===== config.mk =====
export PLATFORM = sky130hd
export DESIGN_NAME = ps2_mouse_packet_accumulator
export DESIGN_NICKNAME = d
export VERILOG_FILES = /design/src/design/ps2ma_pkg.sv /design/src/design/ps2_mouse_packet_accumulator.sv
export SDC_FILE = /design/constraint.sdc
export NUM_CORES = 1
export LEC_CHECK = 0
export ABC_AREA = 1
export BUFFER_PORTS_ARGS = -buffer_cell sky130_fd_sc_hd__buf_2
export CORE_UTILIZATION = 52
export DETAILED_ROUTE_END_ITERATION = 10
export MAX_ROUTING_LAYER = met4
export PLACE_DENSITY = 0.73
export SLEW_MARGIN = 25
export SYNTH_ARGS = -nofsm -noshare
export SYNTH_HDL_FRONTEND = slang
export SYNTH_SLANG_ARGS = --single-unit

===== constraint.sdc =====
create_clock -name i_clk -period 6.5 [get_ports i_clk]
set_input_delay 0.325 -clock i_clk [delete_from_list [all_inputs] [get_ports i_clk]]
set_output_delay 0.325 -clock i_clk [all_outputs]
set_load 0.01 [all_outputs]

===== src/design/ps2ma_pkg.sv =====
// Package for the PS/2 mouse packet accumulator: types, constants and arithmetic helpers.
package ps2ma_pkg;

    // Field widths
    localparam int BYTE_W   = 8;
    localparam int GAIN_W   = 13;
    localparam int SUM_W    = 16;
    localparam int DELTA_W  = 8;
    localparam int BTN_W    = 3;
    localparam int CURSOR_W = 15;
    localparam int PROD_W   = DELTA_W + GAIN_W + 1;
    localparam int POSSUM_W = PROD_W + 1;
    localparam int OUT_W    = 56;

    // Reset values
    localparam logic [GAIN_W-1:0]   GAIN_RESET   = 13'd512;
    localparam logic [CURSOR_W-1:0] CURSOR_RESET = 15'd16384;

    // Header byte bit positions
    localparam int HDR_ALWAYS_ONE = 3;
    localparam int HDR_X_SIGN     = 4;
    localparam int HDR_Y_SIGN     = 5;

    // Word kind carried on tuser
    typedef enum logic {
        OP_BYTE = 1'b0,
        OP_POLL = 1'b1
    } t_op;

    // Position of the next mouse byte within a three-byte packet
    typedef enum logic [1:0] {
        PH_HEADER = 2'd0,
        PH_X      = 2'd1,
        PH_Y      = 2'd2
    } t_phase;

    // Saturate a 17-bit signed sum to 16 bits
    function automatic logic [SUM_W-1:0] sat_sum(input logic [SUM_W:0] v);
        logic [SUM_W-1:0] r;
        if (v[SUM_W] != v[SUM_W-1]) begin
            r = v[SUM_W] ? {1'b1, {(SUM_W-1){1'b0}}} : {1'b0, {(SUM_W-1){1'b1}}};
        end else begin
            r = v[SUM_W-1:0];
        end
        return r;
    endfunction

    // Clamp a 16-bit signed accumulator to -128..127
    function automatic logic [DELTA_W-1:0] clamp_delta(input logic signed [SUM_W-1:0] v);
        logic [DELTA_W-1:0] r;
        if (v > 16'sd127) begin
            r = 8'h7F;
        end else if (v < -16'sd128) begin
            r = 8'h80;
        end else begin
            r = v[DELTA_W-1:0];
        end
        return r;
    endfunction

    // Clamp a signed position sum to 0..32767
    function automatic logic [CURSOR_W-1:0] clamp_cursor(
        input logic signed [POSSUM_W-1:0] v
    );
        logic [CURSOR_W-1:0] r;
        if (v[POSSUM_W-1]) begin
            r = '0;
        end else if (v[POSSUM_W-2:CURSOR_W] != '0) begin
            r = '1;
        end else begin
            r = v[CURSOR_W-1:0];
        end
        return r;
    endfunction

endpackage


===== src/design/ps2_mouse_packet_accumulator.sv =====
// Top level of the PS/2 mouse packet accumulator: input register, packet logic, result register.
//
//  channel    | direction | fields (lowest bit first)
//  -----------+-----------+------------------------------------------------------------
//  s_axis     | in        | tuser: operation; tdata: data_byte
//  m_axis     | out       | tdata: delta_x, delta_y, buttons, position_x, position_y, zero pad
//  cfg write  | in        | i_cfg_wr_data: position_gain
//
// One word is taken per cycle unless the result register stalls; a poll result reaches m_axis
// through the input register, then the result register.
// Reset clears the packet state and accumulators, sets both cursors to 16384 and the gain to 512.
// When the result register is full and not read, the input register holds its word and
// s_axis_tready falls; the result register is the only stall point.
module ps2_mouse_packet_accumulator (
    input  logic                              i_clk,
    input  logic                              i_rst_n,
    // Slave side
    input  logic                              s_axis_tvalid,
    output logic                              s_axis_tready,
    input  logic [ps2ma_pkg::BYTE_W-1:0]      s_axis_tdata,   // data_byte
    input  logic                              s_axis_tuser,   // operation
    // Master side
    output logic                              m_axis_tvalid,
    input  logic                              m_axis_tready,
    output logic [ps2ma_pkg::OUT_W-1:0]       m_axis_tdata,   // delta_x, delta_y, buttons,
                                                              // position_x, position_y, pad
    // Configuration
    input  logic                              i_cfg_wr_en,
    input  logic [ps2ma_pkg::GAIN_W-1:0]      i_cfg_wr_data   // position_gain
);

    // Input register
    logic                              r_in_valid;
    ps2ma_pkg::t_op                    r_in_op;
    logic [ps2ma_pkg::BYTE_W-1:0]      r_in_byte;

    // Packet and accumulator state
    ps2ma_pkg::t_phase                 r_phase, n_phase;
    logic [ps2ma_pkg::BYTE_W-1:0]      r_header, n_header;
    logic [ps2ma_pkg::BYTE_W-1:0]      r_x_byte, n_x_byte;
    logic [ps2ma_pkg::SUM_W-1:0]       r_sum_x, n_sum_x;
    logic [ps2ma_pkg::SUM_W-1:0]       r_sum_y, n_sum_y;
    logic                              r_have_packet, n_have_packet;
    logic [ps2ma_pkg::BTN_W-1:0]       r_buttons, n_buttons;
    logic [ps2ma_pkg::CURSOR_W-1:0]    r_cursor_x, n_cursor_x;
    logic [ps2ma_pkg::CURSOR_W-1:0]    r_cursor_y, n_cursor_y;
    logic [ps2ma_pkg::GAIN_W-1:0]      r_gain;

    // Result register
    logic                              r_out_valid, n_out_valid;
    logic [ps2ma_pkg::OUT_W-1:0]       r_out_data, n_out_data;

    // Datapath
    logic                              out_free;
    logic                              advance;
    logic [8:0]                        step_x;
    logic [8:0]                        step_y;
    logic [ps2ma_pkg::SUM_W:0]         add_x;
    logic [ps2ma_pkg::SUM_W:0]         add_y;
    logic signed [ps2ma_pkg::DELTA_W-1:0]  delta_x;
    logic signed [ps2ma_pkg::DELTA_W-1:0]  delta_y;
    logic signed [ps2ma_pkg::GAIN_W:0]     gain_s;
    logic signed [ps2ma_pkg::PROD_W-1:0]   prod_x;
    logic signed [ps2ma_pkg::PROD_W-1:0]   prod_y;
    logic signed [ps2ma_pkg::POSSUM_W-1:0] pos_x;
    logic signed [ps2ma_pkg::POSSUM_W-1:0] pos_y;
    logic [ps2ma_pkg::CURSOR_W-1:0]    new_cursor_x;
    logic [ps2ma_pkg::CURSOR_W-1:0]    new_cursor_y;

    // Handshake: the input register moves on whenever the result register can take a word
    assign out_free      = !r_out_valid || m_axis_tready;
    assign advance       = r_in_valid && out_free;
    assign s_axis_tready = !r_in_valid || out_free;
    assign m_axis_tvalid = r_out_valid;
    assign m_axis_tdata  = r_out_data;

    // Capture the incoming word
    always_ff @(posedge i_clk) begin
        if (!i_rst_n) begin
            r_in_valid <= 1'b0;
        end else if (s_axis_tready) begin
            r_in_valid <= s_axis_tvalid;
        end
        if (s_axis_tready && s_axis_tvalid) begin
            r_in_op   <= ps2ma_pkg::t_op'(s_axis_tuser);
            r_in_byte <= s_axis_tdata;
        end
    end

    // Gain register
    always_ff @(posedge i_clk) begin
        if (!i_rst_n) begin
            r_gain <= ps2ma_pkg::GAIN_RESET;
        end else if (i_cfg_wr_en) begin
            r_gain <= i_cfg_wr_data;
        end
    end

    // Packet movement: nine-bit signed steps added with saturation
    assign step_x = {r_header[ps2ma_pkg::HDR_X_SIGN], r_x_byte};
    assign step_y = {r_header[ps2ma_pkg::HDR_Y_SIGN], r_in_byte};
    assign add_x  = {r_sum_x[ps2ma_pkg::SUM_W-1], r_sum_x} + {{8{step_x[8]}}, step_x};
    assign add_y  = {r_sum_y[ps2ma_pkg::SUM_W-1], r_sum_y} + {{8{step_y[8]}}, step_y};

    // Poll: clamp deltas, scale by gain, move and clamp the cursor
    assign delta_x = ps2ma_pkg::clamp_delta(r_sum_x);
    assign delta_y = ps2ma_pkg::clamp_delta(r_sum_y);
    assign gain_s  = $signed({1'b0, r_gain});
    assign prod_x  = delta_x * gain_s;
    assign prod_y  = delta_y * gain_s;
    assign pos_x   = $signed({{(ps2ma_pkg::POSSUM_W - ps2ma_pkg::CURSOR_W){1'b0}}, r_cursor_x})
                   + $signed({prod_x[ps2ma_pkg::PROD_W-1], prod_x});
    assign pos_y   = $signed({{(ps2ma_pkg::POSSUM_W - ps2ma_pkg::CURSOR_W){1'b0}}, r_cursor_y})
                   - $signed({prod_y[ps2ma_pkg::PROD_W-1], prod_y});
    assign new_cursor_x = ps2ma_pkg::clamp_cursor(pos_x);
    assign new_cursor_y = ps2ma_pkg::clamp_cursor(pos_y);

    // Next state and result
    always_comb begin
        n_phase       = r_phase;
        n_header      = r_header;
        n_x_byte      = r_x_byte;
        n_sum_x       = r_sum_x;
        n_sum_y       = r_sum_y;
        n_have_packet = r_have_packet;
        n_buttons     = r_buttons;
        n_cursor_x    = r_cursor_x;
        n_cursor_y    = r_cursor_y;
        n_out_valid   = r_out_valid && !m_axis_tready;
        n_out_data    = r_out_data;
        if (advance) begin
            if (r_in_op == ps2ma_pkg::OP_BYTE) begin
                case (r_phase)
                    ps2ma_pkg::PH_HEADER: begin
                        n_header = r_in_byte;
                        n_phase  = ps2ma_pkg::PH_X;
                    end
                    ps2ma_pkg::PH_X: begin
                        n_x_byte = r_in_byte;
                        n_phase  = ps2ma_pkg::PH_Y;
                    end
                    ps2ma_pkg::PH_Y: begin
                        n_phase = ps2ma_pkg::PH_HEADER;
                        // drop packets whose header lacks the always-one bit
                        if (r_header[ps2ma_pkg::HDR_ALWAYS_ONE]) begin
                            n_sum_x       = ps2ma_pkg::sat_sum(add_x);
                            n_sum_y       = ps2ma_pkg::sat_sum(add_y);
                            n_buttons     = r_header[ps2ma_pkg::BTN_W-1:0];
                            n_have_packet = 1'b1;
                        end
                    end
                    default: begin
                        n_phase = ps2ma_pkg::PH_HEADER;
                    end
                endcase
            end else if (r_have_packet) begin
                n_cursor_x    = new_cursor_x;
                n_cursor_y    = new_cursor_y;
                n_sum_x       = '0;
                n_sum_y       = '0;
                n_have_packet = 1'b0;
                n_out_valid   = 1'b1;
                n_out_data    = {7'd0, new_cursor_y, new_cursor_x, r_buttons,
                                 delta_y, delta_x};
            end
        end
    end

    // State registers
    always_ff @(posedge i_clk) begin
        if (!i_rst_n) begin
            r_phase       <= ps2ma_pkg::PH_HEADER;
            r_header      <= '0;
            r_x_byte      <= '0;
            r_sum_x       <= '0;
            r_sum_y       <= '0;
            r_have_packet <= 1'b0;
            r_buttons     <= '0;
            r_cursor_x    <= ps2ma_pkg::CURSOR_RESET;
            r_cursor_y    <= ps2ma_pkg::CURSOR_RESET;
            r_out_valid   <= 1'b0;
        end else begin
            r_phase       <= n_phase;
            r_header      <= n_header;
            r_x_byte      <= n_x_byte;
            r_sum_x       <= n_sum_x;
            r_sum_y       <= n_sum_y;
            r_have_packet <= n_have_packet;
            r_buttons     <= n_buttons;
            r_cursor_x    <= n_cursor_x;
            r_cursor_y    <= n_cursor_y;
            r_out_valid   <= n_out_valid;
        end
        r_out_data <= n_out_data;
    end

    // A new result only follows a poll word leaving the input register
    a_result_from_poll: assert property (@(posedge i_clk) disable iff (!i_rst_n)
        $rose(r_out_valid) |-> $past(advance && r_in_op == ps2ma_pkg::OP_POLL))
        else $error("result appeared without a poll");

    // A reporting poll clears the pending packet flag
    a_poll_clears: assert property (@(posedge i_clk) disable iff (!i_rst_n)
        (advance && r_in_op == ps2ma_pkg::OP_POLL && r_have_packet) |=> !r_have_packet)
        else $error("packet flag not cleared by poll");

    // A blocked input word is held in place
    a_input_held: assert property (@(posedge i_clk) disable iff (!i_rst_n)
        (r_in_valid && !out_free) |=> (r_in_valid && $stable(r_in_byte) && $stable(r_in_op)))
        else $error("input word lost while stalled");

endmodule


# Word-level counts from Yosys, hierarchy flattened
# Cells that the tools add are included.
[totals] out_inout_bits=58 register_bits=155
[op_classes] addsub=4 bitwise=1 mul=2 n_lt_le_gt_ge=4 n_reduce_logical=20 muxes=26 n_eq_ne=5
[ops] op="2-to-1 mux 16 bit" count=11
[ops] op="2-to-1 mux 15 bit" count=4
[ops] op="multiplier 8 x 14 -> 22 bit" count=2
[ops] op="adder 16 x 9 -> 17 bit" count=2
[ops] op="greater-than comparator 16 x 8 -> 1 bit, second input constant" count=2
[ops] op="< comparator 16 x 8 -> 1 bit, second input constant" count=2
[ops] op="2-to-1 mux 8 bit" count=4
[ops] op="adder 16 x 22 -> 23 bit" count=1
[ops] op="subtractor 16 x 22 -> 23 bit" count=1
[ops] op="nonzero test 7 bit" count=2
[ops] op="AND reduction 3 bit" count=4
[ops] op="AND reduction 4 bit" count=2
[ops] op="2-to-1 mux 1 bit" count=6
[ops] op="one-hot mux 2 bit (2 select lines)" count=1
[ops] op="nonzero test 2 bit" count=2
[ops] op="logical AND 1 bit" count=3
[ops] op="logical NOT 1 bit" count=3
[ops] op="== test 2 x 1 -> 1 bit, second input constant" count=1
[ops] op="== test 2 bit, second input constant" count=1
[ops] op="logical NOT 2 bit" count=1
[ops] op="logical OR 1 bit" count=2
[ops] op="inequality test 1 bit" count=2
[ops] op="inequality test 2 x 1 -> 1 bit, second input constant" count=1
[ops] op="AND reduction 2 bit" count=1
[ops] op="NOT 1 bit" count=1

# Depth between registers and ports, before layout
# Gate-level depths: netlist (run 1).
[logic_depth] ltp_word=8 ltp_mapped=34 depth_no_buf=32

# Least setup slack after synthesis (run 1)
# No wires, ideal clock.
[synth_timing] path_kind="register to register" startpoint="register r_sum_x[15] (netlist name)" endpoint="register r_out_data, in the netlist m_axis_tdata[19] (data pin)" arrival_time_ps=6089 required_ps=6249 synth_period_minus_slack_ps=6340 n_path_buf=3 stages_incl_launch_ff=30 slack_ps=160 setup_time_ps=251 cell_sequence="dfxtp_1 clkbuf_1 clkinv_1 a21oi_1 inv_1 o21ai_0 clkbuf_1 nor2_1 fa_1 inv_1 fa_1 inv_1 fa_1 fa_1 inv_1 fa_1 inv_1 ha_1 a21oi_1 nand2_1 a21oi_2 o21ai_1 a21boi_1 o21ai_1 xor2_1 nor3_2 buf_4 nand3b_1 nand2_1 inv_1"
[synth_via] elab_chain_len=8
[synth_rtl] item="start, declared" line="ps2_mouse_packet_accumulator.sv:41" source="logic [ps2ma_pkg::SUM_W-1:0] r_sum_x, n_sum_x;"
[synth_rtl] item="start signal, assigned" line="ps2_mouse_packet_accumulator.sv:186" source="r_sum_x <= n_sum_x;"
[synth_rtl] item="< comparator 16 x 8 -> 1 bit" line="ps2ma_pkg.sv:53" source="end else if (v < -16'sd128) begin"
[synth_rtl] item="2-to-1 mux 8 bit" line="ps2ma_pkg.sv:53"
[synth_rtl] item="2-to-1 mux 8 bit *" line="ps2ma_pkg.sv:51" source="if (v > 16'sd127) begin"
[synth_rtl] item="multiplier 8 x 14 -> 22 bit *" line="ps2_mouse_packet_accumulator.sv:109" source="assign prod_x = delta_x * gain_s;"
[synth_rtl] item="adder 16 x 22 -> 23 bit *" line="ps2_mouse_packet_accumulator.sv:112" source="+ $signed({prod_x[ps2ma_pkg::PROD_W-1], prod_x});"
[synth_rtl] item="nonzero test 7 bit" line="ps2ma_pkg.sv:68" source="end else if (v[POSSUM_W-2:CURSOR_W] != '0) begin"
[synth_rtl] item="2-to-1 mux 15 bit" line="ps2ma_pkg.sv:68"
[synth_rtl] item="2-to-1 mux 15 bit *" line="ps2ma_pkg.sv:66" source="if (v[POSSUM_W-1]) begin"
[synth_rtl] item="net new_cursor_x, one bit" line="ps2_mouse_packet_accumulator.sv:67" source="logic [ps2ma_pkg::CURSOR_W-1:0] new_cursor_x;"
[synth_rtl] item="end signal, assigned" line="ps2_mouse_packet_accumulator.sv:194" source="r_out_data <= n_out_data;"
[synth_rtl] item="end, declared" line="ps2_mouse_packet_accumulator.sv:51" source="logic [ps2ma_pkg::OUT_W-1:0] r_out_data, n_out_data;"
# The timed path passes the listed nets; every way through them passes the cells marked *.
# A chain may end at the register's enable or synchronous reset.

# Worst setup path in the final report (run 1)
[layout_timing] startpoint="register r_sum_y[9] (netlist name)" endpoint="register r_out_data, in the netlist m_axis_tdata[48] (data pin)"
[layout_via] elab_chain_len=8
[layout_rtl] item="start, declared" line="ps2_mouse_packet_accumulator.sv:42" source="logic [ps2ma_pkg::SUM_W-1:0] r_sum_y, n_sum_y;"
[layout_rtl] item="start signal, assigned" line="ps2_mouse_packet_accumulator.sv:187" source="r_sum_y <= n_sum_y;"
[layout_rtl] item="< comparator 16 x 8 -> 1 bit" line="ps2ma_pkg.sv:53"
[layout_rtl] item="2-to-1 mux 8 bit" line="ps2ma_pkg.sv:53"
[layout_rtl] item="2-to-1 mux 8 bit *" line="ps2ma_pkg.sv:51"
[layout_rtl] item="multiplier 8 x 14 -> 22 bit *" line="ps2_mouse_packet_accumulator.sv:110" source="assign prod_y = delta_y * gain_s;"
[layout_rtl] item="subtractor 16 x 22 -> 23 bit *" line="ps2_mouse_packet_accumulator.sv:114" source="- $signed({prod_y[ps2ma_pkg::PROD_W-1], prod_y});"
[layout_rtl] item="nonzero test 7 bit" line="ps2ma_pkg.sv:68"
[layout_rtl] item="2-to-1 mux 15 bit" line="ps2ma_pkg.sv:68"
[layout_rtl] item="2-to-1 mux 15 bit *" line="ps2ma_pkg.sv:66"
[layout_rtl] item="net new_cursor_y, one bit" line="ps2_mouse_packet_accumulator.sv:68" source="logic [ps2ma_pkg::CURSOR_W-1:0] new_cursor_y;"
# Marks and branches as above.

==> impl_metrics.env, run 1 <==
export IMPL_setup_worst_path_class="reg -> reg"
export IMPL_die_y_microns=175
export IMPL_finalCritPeriodShare_pct=96.9
export IMPL_synthesis_area_per_instance_sq_um=8.22
export IMPL_dp_worst_setup_slack_ns=-0.132
export IMPL_core_region_area_sq_um=29100
export IMPL_viasPerCell=5.34
export IMPL_final_setup_viol_count=0
export IMPL_min_delay_start="s_axis_tdata[6]"
export IMPL_synth_top_area_cell="sky130_fd_sc_hd__fa_1"
export IMPL_post_synth_num_cell_types=48
export IMPL_n_antenna_cell=0
export IMPL_hold_class="in -> reg"
export IMPL_p_per_area_nw_per_um2=132
export IMPL_final_total_pwr_mw=2.29
export IMPL_die_area_sq_um=30600
export IMPL_cts_htree_levels=4
export IMPL_ys_async_rst_share_pct=0
export IMPL_final_fill_count=2525
export IMPL_worst_r2r_path_depth=30
export IMPL_grt_max_degree=60
export IMPL_reg2reg_slack_ns=0.20
export IMPL_std_cell_rows=62
export IMPL_grt_first_pass_wirelength_microns=61100
export IMPL_post_cts_hold_buffer_count=0
export IMPL_dr_total_vias=12700
export IMPL_finalHoldViolations=0
export IMPL_initial_utilization_pct=53.5
export IMPL_whs_path_depth=1
export IMPL_worst_setup_path_end_kind="register"
export IMPL_fmax_ghz=0.159
export IMPL_layout_nets=2336
export IMPL_detail_route_drc_violations=0
export IMPL_ys_warnings_count=0
export IMPL_synth_area_top_cells="sky130_fd_sc_hd__fa_1, sky130_fd_sc_hd__ha_1, sky130_fd_sc_hd__dfxtp_1"
export IMPL_clockRootBuffer="sky130_fd_sc_hd__clkbuf_16"
export IMPL_floorplan_io_pins=85
export IMPL_synth_ff_type="sky130_fd_sc_hd__dfxtp_1"
export IMPL_timing_critical_path_max_delay_family="adder cells"
export IMPL_path_buf_inv=7
export IMPL_drt_antenna_violating_nets=0
export IMPL_postLayoutCellArea_sq_um=17400
export IMPL_fin_setup_tns_ns=0
export IMPL_cp_slowest_stage_delay_ns=0.54
export IMPL_detailedPlacementHpwl_microns=28400
export IMPL_fp_dieW_microns=175
export IMPL_worst_slack_ns=0.199
export IMPL_regToRegStartpoint="r_sum_y[9]"
export IMPL_drt_first_pass_iters=6
export IMPL_cp_required_ns=6.69
export IMPL_area_growth_pct=11.5
export IMPL_clock_tree_from_tritoncts="yes"
export IMPL_maxSlewHeadroom_pct=30.5
export IMPL_cpMostUsedCell="sky130_fd_sc_hd__fa_1"
export IMPL_commonest_cells_after_routing_fill_and_taps_aside="sky130_fd_sc_hd__inv_1, sky130_fd_sc_hd__nand2_1, sky130_fd_sc_hd__nor2_1"
export IMPL_peakVddDrop_v=0.000158
export IMPL_wl_per_cell_microns=15.6
export IMPL_synth_edff_count=58
export IMPL_max_slew_worst_pin_slew_ns=1.04
export IMPL_ys_ff_latch=155
export IMPL_worstSkewPairLatency_ns=0.46
export IMPL_timing_critical_path_from_type="register"
export IMPL_all_layer_gr_usage_pct=25.9
export IMPL_timing_hold_worst_endpoint="r_in_byte[6]"
export IMPL_gpl_wtd_cong=0.961
export IMPL_layout_cells_most_common="sky130_fd_sc_hd__inv_1"
export IMPL_final_min_clock_period_ns=6.30
export IMPL_timing_final_max_slew_violations=0
export IMPL_terminus_of_the_critical_flop_to_flop_path="m_axis_tdata[48]"
export IMPL_numCtsBuffers=17
export IMPL_synth_cells=1896
export IMPL_cp_max_fo=15
export IMPL_worst_case_clock_buffer_depth=2
export IMPL_first_global_vias=12900
export IMPL_clk_pin_slew_ns=0.08
export IMPL_outcome="finished clean"
export IMPL_synth_top_cell_area_share_pct=20.6
export IMPL_layout_cell_share_with_drive_strength_beyond_1_pct=12.5
export IMPL_timing_clock_skew_ns=0.0117
export IMPL_critical_path_arrival_ns=6.49
export IMPL_synth_yosys_seq_area_share_pct=23.6
export IMPL_maxCapViolCount=0
export IMPL_grt_antenna_before_repair=0
export IMPL_cp_slowest_cell="sky130_fd_sc_hd__fa_1"
export IMPL_grt_overflow=0
export IMPL_numPortBuffers=77
export IMPL_power_static_leakage_nw=8.60
export IMPL_wirelength_microns=37100
export IMPL_hold_worst_slack_ns=0.0367
export IMPL_drt_iter0_markers=877
export IMPL_synth_area_sq_um=15600
export IMPL_clock_sink_count=155
export IMPL_placed_cell_area_sq_um=16500
[metrics by stage]
| step | util, % | cells |
|---|---|---|
| after floorplan | - | 1902 |
| after global placement | 56.6 | 2340 |
| after detailed placement | 56.6 | 2340 |
| after CTS | 59.0 | 2374 |
| after global routing | 59.7 | 2383 |
| final | 59.7 | 2383 |
[power breakdown]
| group | leakage [nW] | total (mW) | switching [mW] | internal [mW] |
|---|---|---|---|---|
| clock | 0.304 | 1.08 | 0.549 | 0.532 |
| combinational | 7.05 | 0.172 | 0.114 | 0.0580 |
| sequential | 1.25 | 1.04 | 0.0188 | 1.02 |
| total | 8.60 | 2.29 | 0.682 | 1.61 |
[cells in the mapped netlist, types with 7 or more instances]
library cell and number:
sky130_fd_sc_hd__inv_1 353, sky130_fd_sc_hd__nand2_1 275, sky130_fd_sc_hd__nor2_1 231, sky130_fd_sc_hd__ha_1 163
sky130_fd_sc_hd__fa_1 160, sky130_fd_sc_hd__a21oi_1 144, sky130_fd_sc_hd__dfxtp_1 97, sky130_fd_sc_hd__o21ai_0 92
sky130_fd_sc_hd__edfxtp_1 58, sky130_fd_sc_hd__nand3_1 51, sky130_fd_sc_hd__clkbuf_1 46, sky130_fd_sc_hd__xor2_1 36
sky130_fd_sc_hd__o21ai_1 24, sky130_fd_sc_hd__xnor2_1 22, sky130_fd_sc_hd__a21oi_2 15, sky130_fd_sc_hd__nand3b_1 12
sky130_fd_sc_hd__buf_4 10, sky130_fd_sc_hd__o21bai_4 10, sky130_fd_sc_hd__o211ai_1 8, sky130_fd_sc_hd__clkinv_1 7
sky130_fd_sc_hd__nor3_1 7, sky130_fd_sc_hd__o21bai_1 7
[final cells by class]
| class | count | area (sq um) | area share, % |
|---|---|---|---|
| clock buffer | 17 | 425 | 2.45 |
| multi-input combinational | 1321 | 10400 | 59.9 |
| clock inverter | 15 | 214 | 1.23 |
| timing repair buffer | 127 | 790 | 4.55 |
| inverter | 364 | 1370 | 7.90 |
| tap | 384 | 480 | 2.77 |
| sequential | 155 | 3680 | 21.2 |
[routing by layer]
layer	share of wire, %	global-route usage (%)
met1	42	31.3
met2	49	42.5
met3	6.2	4.63
met5	0	-
met4	3.5	11.2
[what timing repair did]
item                                    in CTS  in global routing
resized for setup                            4                 40
endpoints found under the setup margin      46                 60
buffers inserted                             2                  9
pin swaps                                    1                  7
[sequential cells by signal (all words and copies together) (netlist names)]
signal / cells
m_axis_tdata: 49
r_sum_x: 16
r_sum_y: 16
r_cursor_x: 15
r_cursor_y: 15
r_gain: 13
r_in_byte: 8
r_x_byte: 8
r_header: 6
r_buttons: 3
r_phase: 2
m_axis_tvalid: 1
r_have_packet: 1
r_in_op: 1
r_in_valid: 1
[worst max path at each step]
stage	depth (start not counted)	to	startpoint	slack (ns)
final	30	m_axis_tdata[48]	r_sum_y[9]	0.20
after global routing	28	m_axis_tdata[21]	r_sum_x[7]	-0.05
after CTS	24	r_cursor_x[14]	r_sum_x[8]	0.005
after detailed placement	24	r_cursor_x[5]	r_sum_x[8]	-0.13
after global placement	24	r_cursor_x[2]	r_sum_x[8]	-0.0002
after floorplan	29	m_axis_tdata[19]	r_sum_x[15]	0.16
[worst reg2reg max path, delay by kind of cell, from the launching register on]
kind	cells	cell delay (ns)
flops	1	0.35
buf+inv	7	0.80
fa+ha+maj	6	2.90
xor+xnor	1	0.14
compound gates	3	0.40
simple gates	13	1.47
[logic make-up after synthesis]
logic type,Yosys count,synth area share [%]
xor+xnor,60,3.47
compound gates,322,12.3
buf+inv,426,10.6
fa+ha+maj,323,33.7
simple gates,609,16.3
flops,155,23.6
other cells,1,0.0241
Power figures use the tool's default switching activity.
==> run 2, diff against run 1 <==
- REMOVE_ABC_BUFFERS: default -> 1
==> run 2 against run 1 <==
Against the previous run:
- global-route usage decreased by 0.31 points
- register-to-register slack got worse by 0.03 ns
- largest power group unchanged
- worst setup slack got worse by 0.032 ns
- core utilization increased by 1.1 points
- cell area increased by 1.9%
- combinational power about the same
- maximum frequency decreased by 0.51%
- sequential share of layout area decreased by 0.33 points
- critical path depth decreased by 1
- clock power about the same
- via count decreased by 0.26%
- final cell count increased by 0.63%
==> impl_metrics.env, run 2 (synthesized netlist as in run 1, its figures left out) <==
export IMPL_cp_max_fo=7
export IMPL_core_region_area_sq_um=29100
export IMPL_critical_path_arrival_ns=6.53
export IMPL_first_global_vias=12400
export IMPL_finalNonFillerCells=2398
export IMPL_dr_total_vias=12700
export IMPL_wirelength_microns=37000
export IMPL_grt_first_pass_wirelength_microns=60700
export IMPL_worst_setup_path_end_kind="register"
export IMPL_drt_iter0_markers=901
export IMPL_wl_per_cell_microns=15.4
export IMPL_fp_dieW_microns=175
export IMPL_dp_cells=2341
export IMPL_max_slew_worst_pin_slew_ns=0.747
export IMPL_worstSkewPairLatency_ns=0.45
export IMPL_peakVddDrop_v=0.000148
export IMPL_layout_cells_most_common="sky130_fd_sc_hd__inv_1"
export IMPL_timing_final_max_slew_violations=0
export IMPL_largest_reg_flops=49
export IMPL_postLayoutCellArea_sq_um=17700
export IMPL_drt_first_pass_iters=4
export IMPL_cp_required_ns=6.70
export IMPL_finalHoldViolations=0
export IMPL_outcome="finished clean"
export IMPL_timing_critical_path_from_type="register"
export IMPL_commonest_cells_after_routing_fill_and_taps_aside="sky130_fd_sc_hd__inv_1, sky130_fd_sc_hd__nand2_1, sky130_fd_sc_hd__nor2_1"
export IMPL_initial_utilization_pct=53.5
export IMPL_worst_slack_ns=0.167
export IMPL_numCtsBuffers=17
export IMPL_final_setup_viol_count=0
export IMPL_die_y_microns=175
export IMPL_numPortBuffers=77
export IMPL_gpl_wtd_cong=0.940
export IMPL_hold_worst_slack_ns=0.0405
export IMPL_timing_clock_skew_ns=0.0156
export IMPL_finalCritPeriodShare_pct=97.4
export IMPL_maxSlewHeadroom_pct=50.2
export IMPL_clock_sink_count=155
export IMPL_final_min_clock_period_ns=6.33
export IMPL_layout_cell_share_with_drive_strength_beyond_1_pct=14.6
export IMPL_power_static_leakage_nw=8.67
export IMPL_clock_tree_from_tritoncts="yes"
export IMPL_maxCapViolCount=0
export IMPL_detailedPlacementHpwl_microns=28700
export IMPL_clk_pin_slew_ns=0.08
export IMPL_area_growth_pct=13.6
export IMPL_viasPerCell=5.29
export IMPL_all_layer_gr_usage_pct=25.6
export IMPL_floorplan_io_pins=85
export IMPL_detail_route_drc_violations=0
export IMPL_grt_overflow=0
export IMPL_cts_htree_levels=4
export IMPL_cp_slowest_cell="sky130_fd_sc_hd__fa_1"
export IMPL_setup_worst_path_class="reg -> reg"
export IMPL_final_total_pwr_mw=2.27
export IMPL_finish_utilization_pct=60.8
export IMPL_layout_nets=2351
export IMPL_placed_cell_area_sq_um=16500
export IMPL_dp_worst_setup_slack_ns=-0.00427
export IMPL_fmax_ghz=0.158
export IMPL_post_cts_hold_buffer_count=0
export IMPL_grt_antenna_before_repair=0
export IMPL_p_per_area_nw_per_um2=128
export IMPL_worst_case_clock_buffer_depth=2
export IMPL_cpMostUsedCell="sky130_fd_sc_hd__fa_1"
export IMPL_hold_class="in -> reg"
export IMPL_n_antenna_cell=0
export IMPL_grt_max_degree=71
export IMPL_drt_antenna_violating_nets=0
export IMPL_die_area_sq_um=30600
export IMPL_clockRootBuffer="sky130_fd_sc_hd__clkbuf_16"
export IMPL_cp_slowest_stage_delay_ns=0.57
export IMPL_fin_setup_tns_ns=0
export IMPL_std_cell_rows=62
[run 2: final timing paths]
kind	start	endpoint	slack, ns	depth (start not counted)
max	r_sum_y[7]	m_axis_tdata[43]	0.17	29
min	s_axis_tdata[0]	r_in_byte[0]	0.04	1
max reg2reg	r_sum_y[7]	m_axis_tdata[43]	0.17	29
min reg2reg	r_buttons[1]	m_axis_tdata[17]	0.43	0
[run 2: timing repair]
item,4_1_cts,5_1_grt
endpoints found under the setup margin,11,60
setup buffers,0,22
pin swaps,0,27
cloned,0,3
gates resized for setup,2,98
[run 2: power breakdown]
| group | total, mW | internal, mW | switching, mW |
|---|---|---|---|
| Sequential | 1.03 | 1.02 | 0.0169 |
| Combinational | 0.174 | 0.0610 | 0.113 |
| Clock | 1.06 | 0.527 | 0.533 |
[run 2: final cells by class]
type                       count  area [sq um]
fill                        2585         11400
multi-input combinational   1321         10600
sequential                   155          3690
inverter                     364          1380
timing repair buffer         141           948
tap                          384           480
clock buffer                  17           425
clock inverter                15           191
timing repair inverter         1          7.51
[run 2: worst max-delay path: cells and delay by family (launching register included)]
kind            cells  cell delay, ns
compound gates      3            0.54
flops               1            0.36
simple gates       11            1.41
buf+inv             8            0.76
xor+xnor            1            0.11
fa+ha+maj           6            2.87
[run 2: layer usage]
metal | wire [microns] | up-vias | GRT usage [%]
met3 | 1960 | 49 | 4.37
met5 | 0 | - | -
met4 | 717 | 0 | 7.32
li1 | - | 6188 | -
met1 | 16200 | 6146 | 32.8
met2 | 18200 | 306 | 41.6
==> run 3, diff against run 2 <==
- ABC_AREA: 1 -> default
- CELL_PAD_IN_SITES_DETAIL_PLACEMENT: default -> 1
- CELL_PAD_IN_SITES_GLOBAL_PLACEMENT: default -> 2
- CORE_UTILIZATION: 52 -> 36
- PLACE_DENSITY: 0.73 -> 0.78
==> run 3 against run 2 <==
Against the previous run:
- highest routed layer unchanged
- core utilization is 14 points lower
- the flow now finishes with violations (negative setup slack)
- cell area increased by 12%
- worst hold slack better by 0.060 ns
- global-route usage down 3.7 points
- combinational power shrank 36%
- routed wire length up 22%
- first-iteration DRC count shrank 63%
- non-clock buffer count grew 170
- power down 3.6%
- area after synthesis hardly changed
- sequential power barely moved
- worst setup slack worse by 0.80 ns
==> impl_metrics.env, run 3 <==
export IMPL_setup_worst_path_class="reg -> reg"
export IMPL_numCtsBuffers=17
export IMPL_grt_max_degree=51
export IMPL_power_sequential_fraction_pct=47.4
export IMPL_failed_checks="negative setup slack"
export IMPL_finalCritPeriodShare_pct=110
export IMPL_viasPerCell=5.04
export IMPL_detailedPlacementHpwl_microns=33800
export IMPL_clockRootBuffer="sky130_fd_sc_hd__clkbuf_16"
export IMPL_worst_setup_path_end_kind="register"
export IMPL_die_y_microns=210
export IMPL_whs_path_depth=3
export IMPL_detail_route_drc_violations=0
export IMPL_numPortBuffers=77
export IMPL_cp_max_fo=7
export IMPL_grt_first_pass_wirelength_microns=73000
export IMPL_worst_r2r_path_depth=28
export IMPL_ys_warnings_count=0
export IMPL_final_min_clock_period_ns=7.13
export IMPL_cp_required_ns=6.75
export IMPL_synth_edff_count=58
export IMPL_dp_cells=2448
export IMPL_cpMostUsedCell="sky130_fd_sc_hd__fa_1"
export IMPL_synth_top_cells_by_count="sky130_fd_sc_hd__inv_1, sky130_fd_sc_hd__ha_1, sky130_fd_sc_hd__fa_1"
export IMPL_cts_htree_levels=4
export IMPL_first_global_vias=14000
export IMPL_proportion_of_power_drawn_by_combinational_gates_pct=5.1
export IMPL_maxCapViolCount=0
export IMPL_timing_clock_skew_ns=0.0164
export IMPL_clock_tree_from_tritoncts="yes"
export IMPL_layout_cell_share_with_drive_strength_beyond_1_pct=25.4
export IMPL_clk_pin_slew_ns=0.08
export IMPL_initial_utilization_pct=36.8
export IMPL_worstSkewPairLatency_ns=0.50
export IMPL_synth_ff_type="sky130_fd_sc_hd__dfxtp_1"
export IMPL_synth_yosys_seq_area_share_pct=23.6
export IMPL_final_setup_viol_count=59
export IMPL_dr_total_vias=12800
export IMPL_finalHoldViolations=0
export IMPL_gpl_wtd_cong=0.860
export IMPL_synth_area_sq_um=15600
export IMPL_layout_nets=2296
export IMPL_area_growth_pct=27.2
export IMPL_grt_overflow=0
export IMPL_share_clk_of_total_power_pct=47.5
export IMPL_timing_final_max_slew_violations=0
export IMPL_core_region_area_sq_um=42300
export IMPL_cp_slowest_cell="sky130_fd_sc_hd__fa_1"
export IMPL_switching_share_pct=28.0
export IMPL_placed_cell_area_sq_um=17800
export IMPL_maxSlewHeadroom_pct=43.8
export IMPL_p_per_area_nw_per_um2=110
export IMPL_peakVddDrop_v=0.000222
export IMPL_ys_ff_latch=155
export IMPL_clock_sink_count=155
export IMPL_most_instantiated_library_cell_after_synthesis="sky130_fd_sc_hd__inv_1"
export IMPL_max_slew_worst_pin_slew_ns=0.844
export IMPL_synthesis_area_per_instance_sq_um=9.27
export IMPL_critical_path_arrival_ns=7.38
export IMPL_post_synth_num_cell_types=73
export IMPL_synth_top_area_cell="sky130_fd_sc_hd__fa_1"
export IMPL_drt_iter0_markers=332
export IMPL_cp_slowest_stage_delay_ns=0.54
export IMPL_n_antenna_cell=0
export IMPL_drt_antenna_violating_nets=0
export IMPL_p_int_mw=1.57
export IMPL_largest_reg_flops=49
export IMPL_synth_top_cell_area_share_pct=20.5
export IMPL_drt_first_pass_iters=4
export IMPL_floorplan_io_pins=85
export IMPL_worst_case_clock_buffer_depth=2
export IMPL_multiInputGateArea_sq_um=11500
export IMPL_seqCellArea_sq_um=3700
export IMPL_die_area_sq_um=44100
export IMPL_all_layer_gr_usage_pct=21.9
export IMPL_dp_worst_setup_slack_ns=-1.10
export IMPL_final_fill_count=4790
export IMPL_postLayoutCellArea_sq_um=19800
export IMPL_layout_cells_most_common="sky130_fd_sc_hd__inv_1"
export IMPL_grt_antenna_before_repair=2
export IMPL_wl_per_cell_microns=17.8
export IMPL_worst_slack_ns=-0.629
export IMPL_timing_critical_path_from_type="register"
export IMPL_finalNonFillerCells=2536
export IMPL_commonest_cells_after_routing_fill_and_taps_aside="sky130_fd_sc_hd__inv_1, sky130_fd_sc_hd__buf_4, sky130_fd_sc_hd__fa_1"
export IMPL_synth_area_top_cells="sky130_fd_sc_hd__fa_1, sky130_fd_sc_hd__ha_1, sky130_fd_sc_hd__dfxtp_1"
export IMPL_ys_async_rst_share_pct=0
export IMPL_wirelength_microns=45100
export IMPL_hold_class="in -> reg"
export IMPL_fmax_ghz=0.140
export IMPL_outcome="finished, violations left"
export IMPL_synth_cells=1682
export IMPL_grt_setup_unrepaired="true"
export IMPL_net_switching_power_mw=0.612
export IMPL_power_static_leakage_nw=9.52
export IMPL_std_cell_rows=75
export IMPL_fp_dieW_microns=210
-- run 3: changes by cell type after synthesis, moves of 62 or more --
| cell | previous run | this run |
|---|---|---|
| sky130_fd_sc_hd__nand2_1 | 275 | 145 |
| sky130_fd_sc_hd__nor2b_1 | 0 | 62 |
| sky130_fd_sc_hd__nor2_1 | 231 | 79 |
| sky130_fd_sc_hd__and2_1 | 0 | 113 |
| sky130_fd_sc_hd__a21oi_1 | 144 | 57 |
| sky130_fd_sc_hd__inv_1 | 353 | 247 |
-- run 3: critical path: cells and delay by family, from the launching register on --
family	cells	cell delay, ns
adders and majority gates	6	2.78
and+or+nand+nor	8	1.53
AOI/OAI and AO/OA	5	1.26
buffers and inverters	8	0.86
DFF	1	0.32
muxes	1	0.13
-- run 3: logic make-up (layout without fill, tap and decap cells) --
family                   count (synthesis)  in the layout  share of synthesized area, %
AND/OR/NAND/NOR                        523            524                          17.1
XOR/XNOR                                52             52                          2.92
AO/OA/AOI/OAI                          271            271                          12.4
multiplexers                            34             34                          2.18
flip-flops                             155            155                          23.6
adder cells (fa/ha/maj)                325            325                          33.8
other                                    1              7                        0.0241
buffers and inverters                  321            591                          7.97
-- run 3: cell type report --
| cell class | count | share of cell area (%) |
|---|---|---|
| Sequential cell | 155 | 18.6 |
| Timing Repair Buffer | 311 | 12.1 |
| Clock inverter | 15 | 0.839 |
| Inverter | 248 | 4.69 |
| Tap cell | 577 | 3.64 |
| Clock buffer | 17 | 2.15 |
| Multi-Input combinational cell | 1213 | 57.9 |
-- run 3: timing repair --
| item | 4_1_cts | 5_1_grt |
|---|---|---|
| hold buffers | 9 | 0 |
| endpoints found under the setup margin | 60 | 60 |
| cloned | 3 | 1 |
| gates resized for setup | 179 | 67 |
| endpoints found under the hold margin | 9 | 0 |
| buffers inserted | 41 | 8 |
| pin swaps | 126 | 50 |
-- run 3: path summary, 6_finish.rpt --
check	start	endpoint	slack (ns)
setup / recovery	r_sum_y[7]	m_axis_tdata[46]	-0.63
hold / removal	i_cfg_wr_data[4]	r_gain[4]	0.10
setup reg to reg	r_sum_y[7]	m_axis_tdata[46]	-0.63
hold reg to reg	r_buttons[2]	m_axis_tdata[18]	0.44
-- run 3: power by group through the flow --
stage	sequential, mW	clock (mW)	combinational [mW]
global placement	1.06	0	0.102
floorplan	1.05	0	0.0486
finish	1.03	1.04	0.111
global route	1.04	1.11	0.120
detailed placement	1.06	0	0.104
CTS	1.04	1.08	0.111
-- run 3: layer usage --
metal	routed length, microns	up-vias	global-route usage [%]
met5	0	-	-
met4	1020	0	7.30
met3	1280	55	3.34
met2	22700	154	36.7
met1	20200	6464	26.8
li1	-	6101	-
-- run 3: stage by stage --
| stage | hold slack [ns] | setup TNS, ns | utilization (%) | power [mW] |
|---|---|---|---|---|
| final | 0.100 | -20.14 | 46.9 | 2.18 |
| after floorplan | 0.387 | -27.42 | - | 1.10 |
| after global routing | 0.109 | -35.16 | 46.9 | 2.26 |
| after global placement | 0.429 | -39.05 | 42.1 | 1.16 |
| after detailed placement | 0.422 | -47.23 | 42.1 | 1.16 |
| after CTS | 0.0350 | -22.89 | 46.2 | 2.22 |
